$ cat config.mk
export PLATFORM = sky130hd
export DESIGN_NAME = desk_height_controller
export DESIGN_NICKNAME = d
export VERILOG_FILES = /design/src/rtl/dhc_pkg.sv /design/src/rtl/desk_height_controller.sv /design/src/rtl/dhc_cfg_regs.sv /design/src/rtl/dhc_btn_decode.sv /design/src/rtl/dhc_step.sv
export SDC_FILE = /design/constraint.sdc
export NUM_CORES = 1
export LEC_CHECK = 0
export BUFFER_PORTS_ARGS = -buffer_cell sky130_fd_sc_hd__buf_4
export CORE_UTILIZATION = 60
export CTS_CLUSTER_DIAMETER = 40
export CTS_CLUSTER_SIZE = 28
export DETAILED_ROUTE_END_ITERATION = 16
export GPL_TIMING_DRIVEN = 0
export PLACE_DENSITY = 0.8
export SETUP_SLACK_MARGIN = 0.05
export SLEW_MARGIN = 20
export SYNTH_ARGS = -nofsm -noshare
export SYNTH_HDL_FRONTEND = slang
export SYNTH_SLANG_ARGS = --single-unit
export TNS_END_PERCENT = 1
$ cat constraint.sdc
create_clock -name clk -period 5.5 [get_ports clk]
set_input_delay 1.1 -clock clk [delete_from_list [all_inputs] [get_ports clk]]
set_output_delay 1.1 -clock clk [all_outputs]
set_load 0.01 [all_outputs]
$ cat src/rtl/dhc_pkg.sv
`timescale 1ns / 1ps

package dhc_pkg;

  localparam int HEIGHT_RANGE = 200;

  localparam logic [7:0] MAX_HEIGHT_RST      = 8'd150;
  localparam logic [7:0] MIN_HEIGHT_RST      = 8'd80;
  localparam logic [9:0] PRESS_THRESHOLD_RST = 10'd500;
  localparam logic [9:0] ABORT_THRESHOLD_RST = 10'd600;
  localparam logic [3:0] DEADBAND_RST        = 4'd2;
  localparam logic [7:0] PRESET_UP_RST       = 8'd100;
  localparam logic [7:0] PRESET_DOWN_RST     = 8'd80;

  localparam logic [9:0] WIN_UP_LO      = 10'd605;
  localparam logic [9:0] WIN_UP_HI      = 10'd615;
  localparam logic [9:0] WIN_DOWN_LO    = 10'd695;
  localparam logic [9:0] WIN_DOWN_HI    = 10'd700;
  localparam logic [9:0] WIN_SEEK_UP_LO = 10'd830;
  localparam logic [9:0] WIN_SEEK_UP_HI = 10'd845;
  localparam logic [9:0] WIN_SEEK_DN_LO = 10'd925;
  localparam logic [9:0] WIN_SEEK_DN_HI = 10'd935;
  localparam logic [9:0] WIN_STORE_LO   = 10'd1005;
  localparam logic [9:0] WIN_STORE_HI   = 10'd1015;

  localparam logic [2:0] CFG_MAX_HEIGHT      = 3'd0;
  localparam logic [2:0] CFG_MIN_HEIGHT      = 3'd1;
  localparam logic [2:0] CFG_PRESS_THRESHOLD = 3'd2;
  localparam logic [2:0] CFG_ABORT_THRESHOLD = 3'd3;
  localparam logic [2:0] CFG_DEADBAND        = 3'd4;

  typedef enum logic [1:0] {
    MODE_IDLE      = 2'd0,
    MODE_SEEK_UP   = 2'd1,
    MODE_SEEK_DOWN = 2'd2,
    MODE_AWAIT     = 2'd3
  } mode_t;

  typedef enum logic [2:0] {
    ST_NONE        = 3'd0,
    ST_MAX_LIMIT   = 3'd1,
    ST_MIN_LIMIT   = 3'd2,
    ST_REACHED     = 3'd3,
    ST_ABORTED     = 3'd4,
    ST_UP_STORED   = 3'd5,
    ST_DOWN_STORED = 3'd6
  } status_t;

  typedef enum logic [2:0] {
    BTN_NONE,
    BTN_UP,
    BTN_DOWN,
    BTN_SEEK_UP,
    BTN_SEEK_DOWN,
    BTN_STORE
  } btn_t;

  typedef struct packed {
    logic [7:0] height_cm;
    logic [9:0] button_level;
  } in_item_t;

  typedef struct packed {
    logic       drive_up;
    logic       drive_down;
    logic [1:0] mode_now;
    logic [2:0] status;
  } out_item_t;

  typedef struct packed {
    logic [7:0] max_height;
    logic [7:0] min_height;
    logic [9:0] press_threshold;
    logic [9:0] abort_threshold;
    logic [3:0] deadband;
  } cfg_t;

endpackage

$ cat src/rtl/desk_height_controller.sv
`timescale 1ns / 1ps
// Channel   Direction  Handshake                 Payload
// in_       input      in_valid / in_ready       in_item_t  (height_cm, button_level)
// out_      output     out_valid / out_ready     out_item_t (drive_up, drive_down,
//                                                            mode_now, status)
// cfg_      input      cfg_we                    cfg_index, cfg_wdata
//
// One request per cycle sustained while out_ready stays high; its result passes the input and result registers to out_.
// The input register feeds one compare/subtract pass into the result register.
// rst_n (synchronous) loads register defaults, idle mode, presets 100 / 80, drives off.
// With out_ready low the result holds and one more request parks in the input register.

module desk_height_controller
  import dhc_pkg::*;
(
  input  logic      clk,
  input  logic      rst_n,
  input  logic      in_valid,
  output logic      in_ready,
  input  in_item_t  in_data,
  output logic      out_valid,
  input  logic      out_ready,
  output out_item_t out_data,
  input  logic       cfg_we,
  input  logic [2:0] cfg_index,
  input  logic [9:0] cfg_wdata
);

  logic      inq_valid_r;
  in_item_t  inq_data_r;
  logic      out_valid_r;
  out_item_t out_data_r;
  logic      advance;
  cfg_t      cfg;
  btn_t      btn;
  out_item_t res;

  assign advance  = inq_valid_r && (!out_valid_r || out_ready);
  assign in_ready = !inq_valid_r || advance;

  dhc_cfg_regs u_cfg (
    .clk       (clk),
    .rst_n     (rst_n),
    .cfg_we    (cfg_we),
    .cfg_index (cfg_index),
    .cfg_wdata (cfg_wdata),
    .cfg       (cfg)
  );

  dhc_btn_decode u_dec (
    .level (inq_data_r.button_level),
    .btn   (btn)
  );

  dhc_step u_step (
    .clk     (clk),
    .rst_n   (rst_n),
    .step_en (advance),
    .item    (inq_data_r),
    .btn     (btn),
    .cfg     (cfg),
    .res     (res)
  );

  always_ff @(posedge clk) begin
    if (!rst_n) begin
      inq_valid_r <= 1'b0;
    end else if (in_ready) begin
      inq_valid_r <= in_valid;
    end
  end

  always_ff @(posedge clk) begin
    if (in_valid && in_ready) begin
      inq_data_r <= in_data;
    end
  end

  always_ff @(posedge clk) begin
    if (!rst_n) begin
      out_valid_r <= 1'b0;
    end else if (advance) begin
      out_valid_r <= 1'b1;
    end else if (out_ready) begin
      out_valid_r <= 1'b0;
    end
  end

  always_ff @(posedge clk) begin
    if (advance) begin
      out_data_r <= res;
    end
  end

  assign out_valid = out_valid_r;
  assign out_data  = out_data_r;

  a_one_drive: assert property (@(posedge clk) disable iff (!rst_n)
    out_valid |-> !(out_data.drive_up && out_data.drive_down))
    else $error("both drives on");

  a_reached_off: assert property (@(posedge clk) disable iff (!rst_n)
    (out_valid && (out_data.status == ST_REACHED || out_data.status == ST_ABORTED))
      |-> (!out_data.drive_up && !out_data.drive_down && out_data.mode_now == MODE_IDLE))
    else $error("seek end left motor running");

  a_stored_idle: assert property (@(posedge clk) disable iff (!rst_n)
    (out_valid && (out_data.status == ST_UP_STORED || out_data.status == ST_DOWN_STORED))
      |-> out_data.mode_now == MODE_IDLE)
    else $error("preset store did not return to idle");

  a_inq_hold: assert property (@(posedge clk) disable iff (!rst_n)
    (inq_valid_r && !advance) |=> (inq_valid_r && $stable(inq_data_r)))
    else $error("parked request lost");

endmodule

$ cat src/rtl/dhc_cfg_regs.sv
`timescale 1ns / 1ps

module dhc_cfg_regs
  import dhc_pkg::*;
(
  input  logic       clk,
  input  logic       rst_n,
  input  logic       cfg_we,
  input  logic [2:0] cfg_index,
  input  logic [9:0] cfg_wdata,
  output cfg_t       cfg
);

  cfg_t cfg_r;
  cfg_t cfg_nxt;

  always_comb begin
    cfg_nxt = cfg_r;
    if (cfg_we) begin
      unique case (cfg_index)
        CFG_MAX_HEIGHT:      cfg_nxt.max_height      = cfg_wdata[7:0];
        CFG_MIN_HEIGHT:      cfg_nxt.min_height      = cfg_wdata[7:0];
        CFG_PRESS_THRESHOLD: cfg_nxt.press_threshold = cfg_wdata;
        CFG_ABORT_THRESHOLD: cfg_nxt.abort_threshold = cfg_wdata;
        CFG_DEADBAND:        cfg_nxt.deadband        = cfg_wdata[3:0];
        default:             cfg_nxt = cfg_r;
      endcase
    end
  end

  always_ff @(posedge clk) begin
    if (!rst_n) begin
      cfg_r.max_height      <= MAX_HEIGHT_RST;
      cfg_r.min_height      <= MIN_HEIGHT_RST;
      cfg_r.press_threshold <= PRESS_THRESHOLD_RST;
      cfg_r.abort_threshold <= ABORT_THRESHOLD_RST;
      cfg_r.deadband        <= DEADBAND_RST;
    end else begin
      cfg_r <= cfg_nxt;
    end
  end

  assign cfg = cfg_r;

endmodule

$ cat src/rtl/dhc_btn_decode.sv
`timescale 1ns / 1ps

module dhc_btn_decode
  import dhc_pkg::*;
(
  input  logic [9:0] level,
  output btn_t       btn
);

  always_comb begin
    if (level >= WIN_UP_LO && level <= WIN_UP_HI) begin
      btn = BTN_UP;
    end else if (level >= WIN_DOWN_LO && level <= WIN_DOWN_HI) begin
      btn = BTN_DOWN;
    end else if (level >= WIN_SEEK_UP_LO && level <= WIN_SEEK_UP_HI) begin
      btn = BTN_SEEK_UP;
    end else if (level >= WIN_SEEK_DN_LO && level <= WIN_SEEK_DN_HI) begin
      btn = BTN_SEEK_DOWN;
    end else if (level >= WIN_STORE_LO && level <= WIN_STORE_HI) begin
      btn = BTN_STORE;
    end else begin
      btn = BTN_NONE;
    end
  end

endmodule

$ cat src/rtl/dhc_step.sv
`timescale 1ns / 1ps

module dhc_step
  import dhc_pkg::*;
(
  input  logic      clk,
  input  logic      rst_n,
  input  logic      step_en,
  input  in_item_t  item,
  input  btn_t      btn,
  input  cfg_t      cfg,
  output out_item_t res
);

  mode_t      mode_r,        mode_nxt;
  logic [7:0] preset_up_r,   preset_up_nxt;
  logic [7:0] preset_down_r, preset_down_nxt;
  logic       up_r,          up_nxt;
  logic       down_r,        down_nxt;
  status_t    status;

  logic [7:0] h;
  logic       pressed;
  logic [7:0] target;
  logic [7:0] diff;
  logic       reached;
  logic       h_below;
  mode_t      seek_mode;

  assign h       = (32'(item.height_cm) > HEIGHT_RANGE) ? 8'd0 : item.height_cm;
  assign pressed = item.button_level > cfg.press_threshold;

  always_comb begin
    if (mode_r == MODE_IDLE) begin
      seek_mode = (btn == BTN_SEEK_UP) ? MODE_SEEK_UP : MODE_SEEK_DOWN;
    end else begin
      seek_mode = mode_r;
    end
  end

  assign target  = (seek_mode == MODE_SEEK_UP) ? preset_up_r : preset_down_r;
  assign h_below = h < target;
  assign diff    = h_below ? (target - h) : (h - target);
  assign reached = (diff < {4'd0, cfg.deadband}) || (diff == 8'd0);

  always_comb begin
    mode_nxt        = mode_r;
    preset_up_nxt   = preset_up_r;
    preset_down_nxt = preset_down_r;
    up_nxt          = up_r;
    down_nxt        = down_r;
    status          = ST_NONE;

    unique case (mode_r)
      MODE_IDLE: begin
        if (!pressed) begin
          up_nxt   = 1'b0;
          down_nxt = 1'b0;
        end else begin
          case (btn)
            BTN_UP: begin
              down_nxt = 1'b0;
              if (h >= cfg.max_height) begin
                up_nxt = 1'b0;
                status = ST_MAX_LIMIT;
              end else begin
                up_nxt = 1'b1;
              end
            end
            BTN_DOWN: begin
              up_nxt = 1'b0;
              if (h <= cfg.min_height) begin
                down_nxt = 1'b0;
                status   = ST_MIN_LIMIT;
              end else begin
                down_nxt = 1'b1;
              end
            end
            BTN_SEEK_UP, BTN_SEEK_DOWN: begin
              if (reached) begin
                up_nxt   = 1'b0;
                down_nxt = 1'b0;
                mode_nxt = MODE_IDLE;
                status   = ST_REACHED;
              end else begin
                up_nxt   = h_below;
                down_nxt = !h_below;
                mode_nxt = seek_mode;
              end
            end
            BTN_STORE: mode_nxt = MODE_AWAIT;
            default:   mode_nxt = MODE_IDLE;
          endcase
        end
      end
      MODE_SEEK_UP, MODE_SEEK_DOWN: begin
        if (item.button_level > cfg.abort_threshold) begin
          up_nxt   = 1'b0;
          down_nxt = 1'b0;
          mode_nxt = MODE_IDLE;
          status   = ST_ABORTED;
        end else if (reached) begin
          up_nxt   = 1'b0;
          down_nxt = 1'b0;
          mode_nxt = MODE_IDLE;
          status   = ST_REACHED;
        end else begin
          up_nxt   = h_below;
          down_nxt = !h_below;
        end
      end
      MODE_AWAIT: begin
        mode_nxt = MODE_IDLE;
        if (btn == BTN_SEEK_UP) begin
          preset_up_nxt = h;
          status        = ST_UP_STORED;
        end else if (btn == BTN_SEEK_DOWN) begin
          preset_down_nxt = h;
          status          = ST_DOWN_STORED;
        end
      end
      default: mode_nxt = MODE_IDLE;
    endcase
  end

  always_ff @(posedge clk) begin
    if (!rst_n) begin
      mode_r        <= MODE_IDLE;
      preset_up_r   <= PRESET_UP_RST;
      preset_down_r <= PRESET_DOWN_RST;
      up_r          <= 1'b0;
      down_r        <= 1'b0;
    end else if (step_en) begin
      mode_r        <= mode_nxt;
      preset_up_r   <= preset_up_nxt;
      preset_down_r <= preset_down_nxt;
      up_r          <= up_nxt;
      down_r        <= down_nxt;
    end
  end

  assign res.drive_up   = up_nxt;
  assign res.drive_down = down_nxt;
  assign res.mode_now   = mode_nxt;
  assign res.status     = status;

endmodule
==> reports/metrics.yaml <==
run_status:
  outcome: "finished clean"
routing:
  drc: 0
  dr.pass1.iters: 5
  vias_per_cell: 5.86
  routedWlPerCell_microns: 16.6
  ant_nets: 0
  drt_first_iter_violations: 256
  num_vias: 4489
  wirelength_microns: 12700
synthesis:
  synthFlopType: "dfxtp_1"
  synth_top_area_cell: "dfxtp_1"
  async_flop_share_pct: 0
  yosys-top-cells-count: "nand2_1, dfxtp_1, inv_1"
  netlist_area_sq_um: 5230
  ys_warn_count: 0
  synth.most_common_cell: "nand2_1"
  syn_area_per_cell_sq_um: 8.85
  yosysSeqAreaShare_pct: 38.1
  syn-num-nets: 687
  synth_cell_types: 61
  synth_edf_count: 25
  ys_top_cells_by_area: "dfxtp_1, edfxtp_1, ha_1"
  yosys_register_bits: 87
  synth.top_cell.area_share_pct: 23.7
  syn_inst: 591
timing:
  hold_viol_final: 0
  clock_skew_ps: 11.1
  fin_crit_ps: 5270
  tightestPinTransition_ps: 977
  setup_viol: 0
  max_freq_mhz: 190
  slew_headroom_pct: 34.6
  fin_crit_sh_pct: 95.9
  whs_ps: 459
  maxSlewViolCount: 0
  fin_ws_ps: 225
  tns_ps: 0
clock_tree:
  cts_tree: "built"
  cts-hold-fix-buffers: 0
  clkTransAtPathRegs_ps: 90
  clockBufferDepth: 2
  h-tree-depth: 3
  cts-buffers-inserted: 9
  cts_root_buf: "clkbuf_8"
  cts_num_sinks: 87
  clock_latency_ps: 360
floorplanning:
  initial_core_util_pct: 62.7
  core-area_sq_um: 8340
  dieArea_sq_um: 9100
  pin_count: 45
  die_x_microns: 95.4
  fp-row-count: 33
  die_h_microns: 95.4
final_layout:
  syn_to_final_growth_pct: 14.3
  antenna_cells: 0
  drive_gt1_share_pct: 13.9
  final_nets: 754
  fillCellCount: 653
  utilization_pct: 71.7
critical_path:
  worstReg2RegStart: "u_step.mode_r[1]"
  crit_type: "reg2reg"
  end_kind: "register"
  critPathLaunch: "u_step.mode_r[1]"
  slowest_delay_ps: 510
  path_cells: "inv_1, ha_1, nand2b_1, o21ai_4, mux2_2, ha_1, fa_1, nand2b_1, a21oi_4, o31ai_4, mux2i_1, xor2_1, ha_1, a21oi_1, nor2b_1, o32a_4, nor3_4, o32ai_1, mux2_2"
  path_common_cell: "ha_1"
  rrSetupSlack_ps: 230
  reg2reg_to: "out_data[5]"
  worstSetupStartpointType: "register"
  crit_fanout: 8
  arrival_ps: 5400
  critPathRequiredTime_ps: 5620
  worst-r2r-cell-count: 19
  critPathSlowestCell: "dfxtp_1"
power_and_ir_drop:
  p_sw_share_pct: 27.8
  ir_drop_mv: 0.124
  clockPowerShare_pct: 29.9
  leakage_nw: 2.57
  p_seq_share_pct: 51.3
  power_density_nw_per_um2: 226
  p_comb_share_pct: 18.8
  p_sw_w: 0.000376
  intPower_w: 0.000976
  p_total_w: 0.00135
worst_hold_path:
  worstHoldStart: "u_cfg.cfg[15]"
  min_path_cells: 2
  holdPathEnd: "u_cfg.cfg[15]"
  hp-class: "reg2reg"
global_route:
  grt_overflow: 0
  antenna_found_initial: 0
  grt_pass1_vias: 4288
  grt_pass1_wl_microns: 20200
  grt_start_max_net_pins: 19
  grtUsageTotal_pct: 29.3
place:
  hpwl_microns: 9560
  pre_cts_ws_ps: -230
  globalplace.congestion: 0.882
  io_buffers: 44
job:
  drv_cap: 0
[stage by stage]
| stage | std cells | instance area [sq um] |
|---|---|---|
| finish | 766 | 5980 |
| global route | 766 | 5980 |
| CTS | 755 | 5880 |
| detailed placement | 740 | 5690 |
| global placement | 740 | 5690 |
| floorplan | 591 | 5230 |
[how the worst max path moves through the flow]
stage	cells past startpoint	end
2_1_floorplan	21	out_data[5]
3_3_place_gp	21	out_data[5]
3_5_place_dp	21	out_data[5]
4_1_cts	21	out_data[6]
5_1_grt	21	out_data[6]
6_report	19	out_data[5]
[cells in the final DEF (no fill, tap or decap), types with 3 or more instances in the layout]
master	n
buf_4	56
nand3_1	12
a31oi_1	4
a21o_1	11
inv_1	61
o31a_1	3
o21ai_0	19
a221oi_1	3
and3_1	4
nor2b_1	7
nand4_1	6
and2_1	7
edfxtp_1	25
clkbuf_1	17
nor3_1	4
nand2_1	92
mux2_2	9
xor2_1	4
mux2i_1	21
ha_1	58
nand2b_1	8
clkbuf_8	9
nor2_1	44
dfxtp_1	62
o211ai_1	24
o21a_1	5
a21oi_1	39
[cells by family (layout without fill, tap and decap cells)]
group / count (synthesis) / after routing / synth area share (%)
flops: 87 / 87 / 38.1
mux: 30 / 30 / 5.96
fa+ha+maj: 60 / 60 / 14.6
xor+xnor: 5 / 5 / 0.837
buf+inv: 78 / 148 / 5.76
simple gates: 197 / 197 / 17.2
compound gates: 134 / 134 / 17.6
[flip-flops by register name, summed over array words and instances, names as in the netlist]
signal                cells
u_step.up_r               1
u_step.mode_r             2
out_valid                 1
u_cfg.cfg                40
inq_valid_r               1
out_data                  7
u_step.preset_up_r        8
inq_data_r               18
u_step.preset_down_r      8
u_step.down_r             1
[metal layers]
metal | routed length, microns | share of wire (%) | track usage [%]
met5 | 0 | 0 | 0
met4 | 293 | 2.3 | 10.3
met1 | 5720 | 45 | 38.0
met2 | 6150 | 48 | 49.4
met3 | 567 | 4.5 | 4.31
[area by class of cell]
cell class	count	area, sq um	share of cell area, %
buffer	17	72.6	1.21
clock buffer	13	160	2.68
clock inverter	1	5.00	0.0837
inverter	61	229	3.83
multi-input combinational	426	2970	49.7
sequential	87	1990	33.3
tap	105	131	2.20
timing repair buffer	56	420	7.03
[power groups by stage]
stage / clock network (W) / logic [W] / registers, W
after floorplan: 0 / 0.000159 / 0.000706
after global placement: 0 / 0.000226 / 0.000707
after detailed placement: 0 / 0.000238 / 0.000709
after CTS: 0.000406 / 0.000243 / 0.000694
after global routing: 0.000432 / 0.000279 / 0.000696
final: 0.000404 / 0.000255 / 0.000693
[repair_timing]
item                       CTS  global route
resized for setup            2             3
setup endpoints to repair   10            10
buffers inserted             1            11
pin swaps                    1             3
[worst max-delay path: cells and delay by family (launching register included)]
family,cells,cell delay [ps]
buffers and inverters,1,140
XOR/XNOR,1,290
multiplexers,3,880
flip-flops,1,510
adder cells (fa/ha/maj),4,1200
AND/OR/NAND/NOR,4,760
AO/OA/AOI/OAI,6,1260
(Power assumes the default switching activity.)
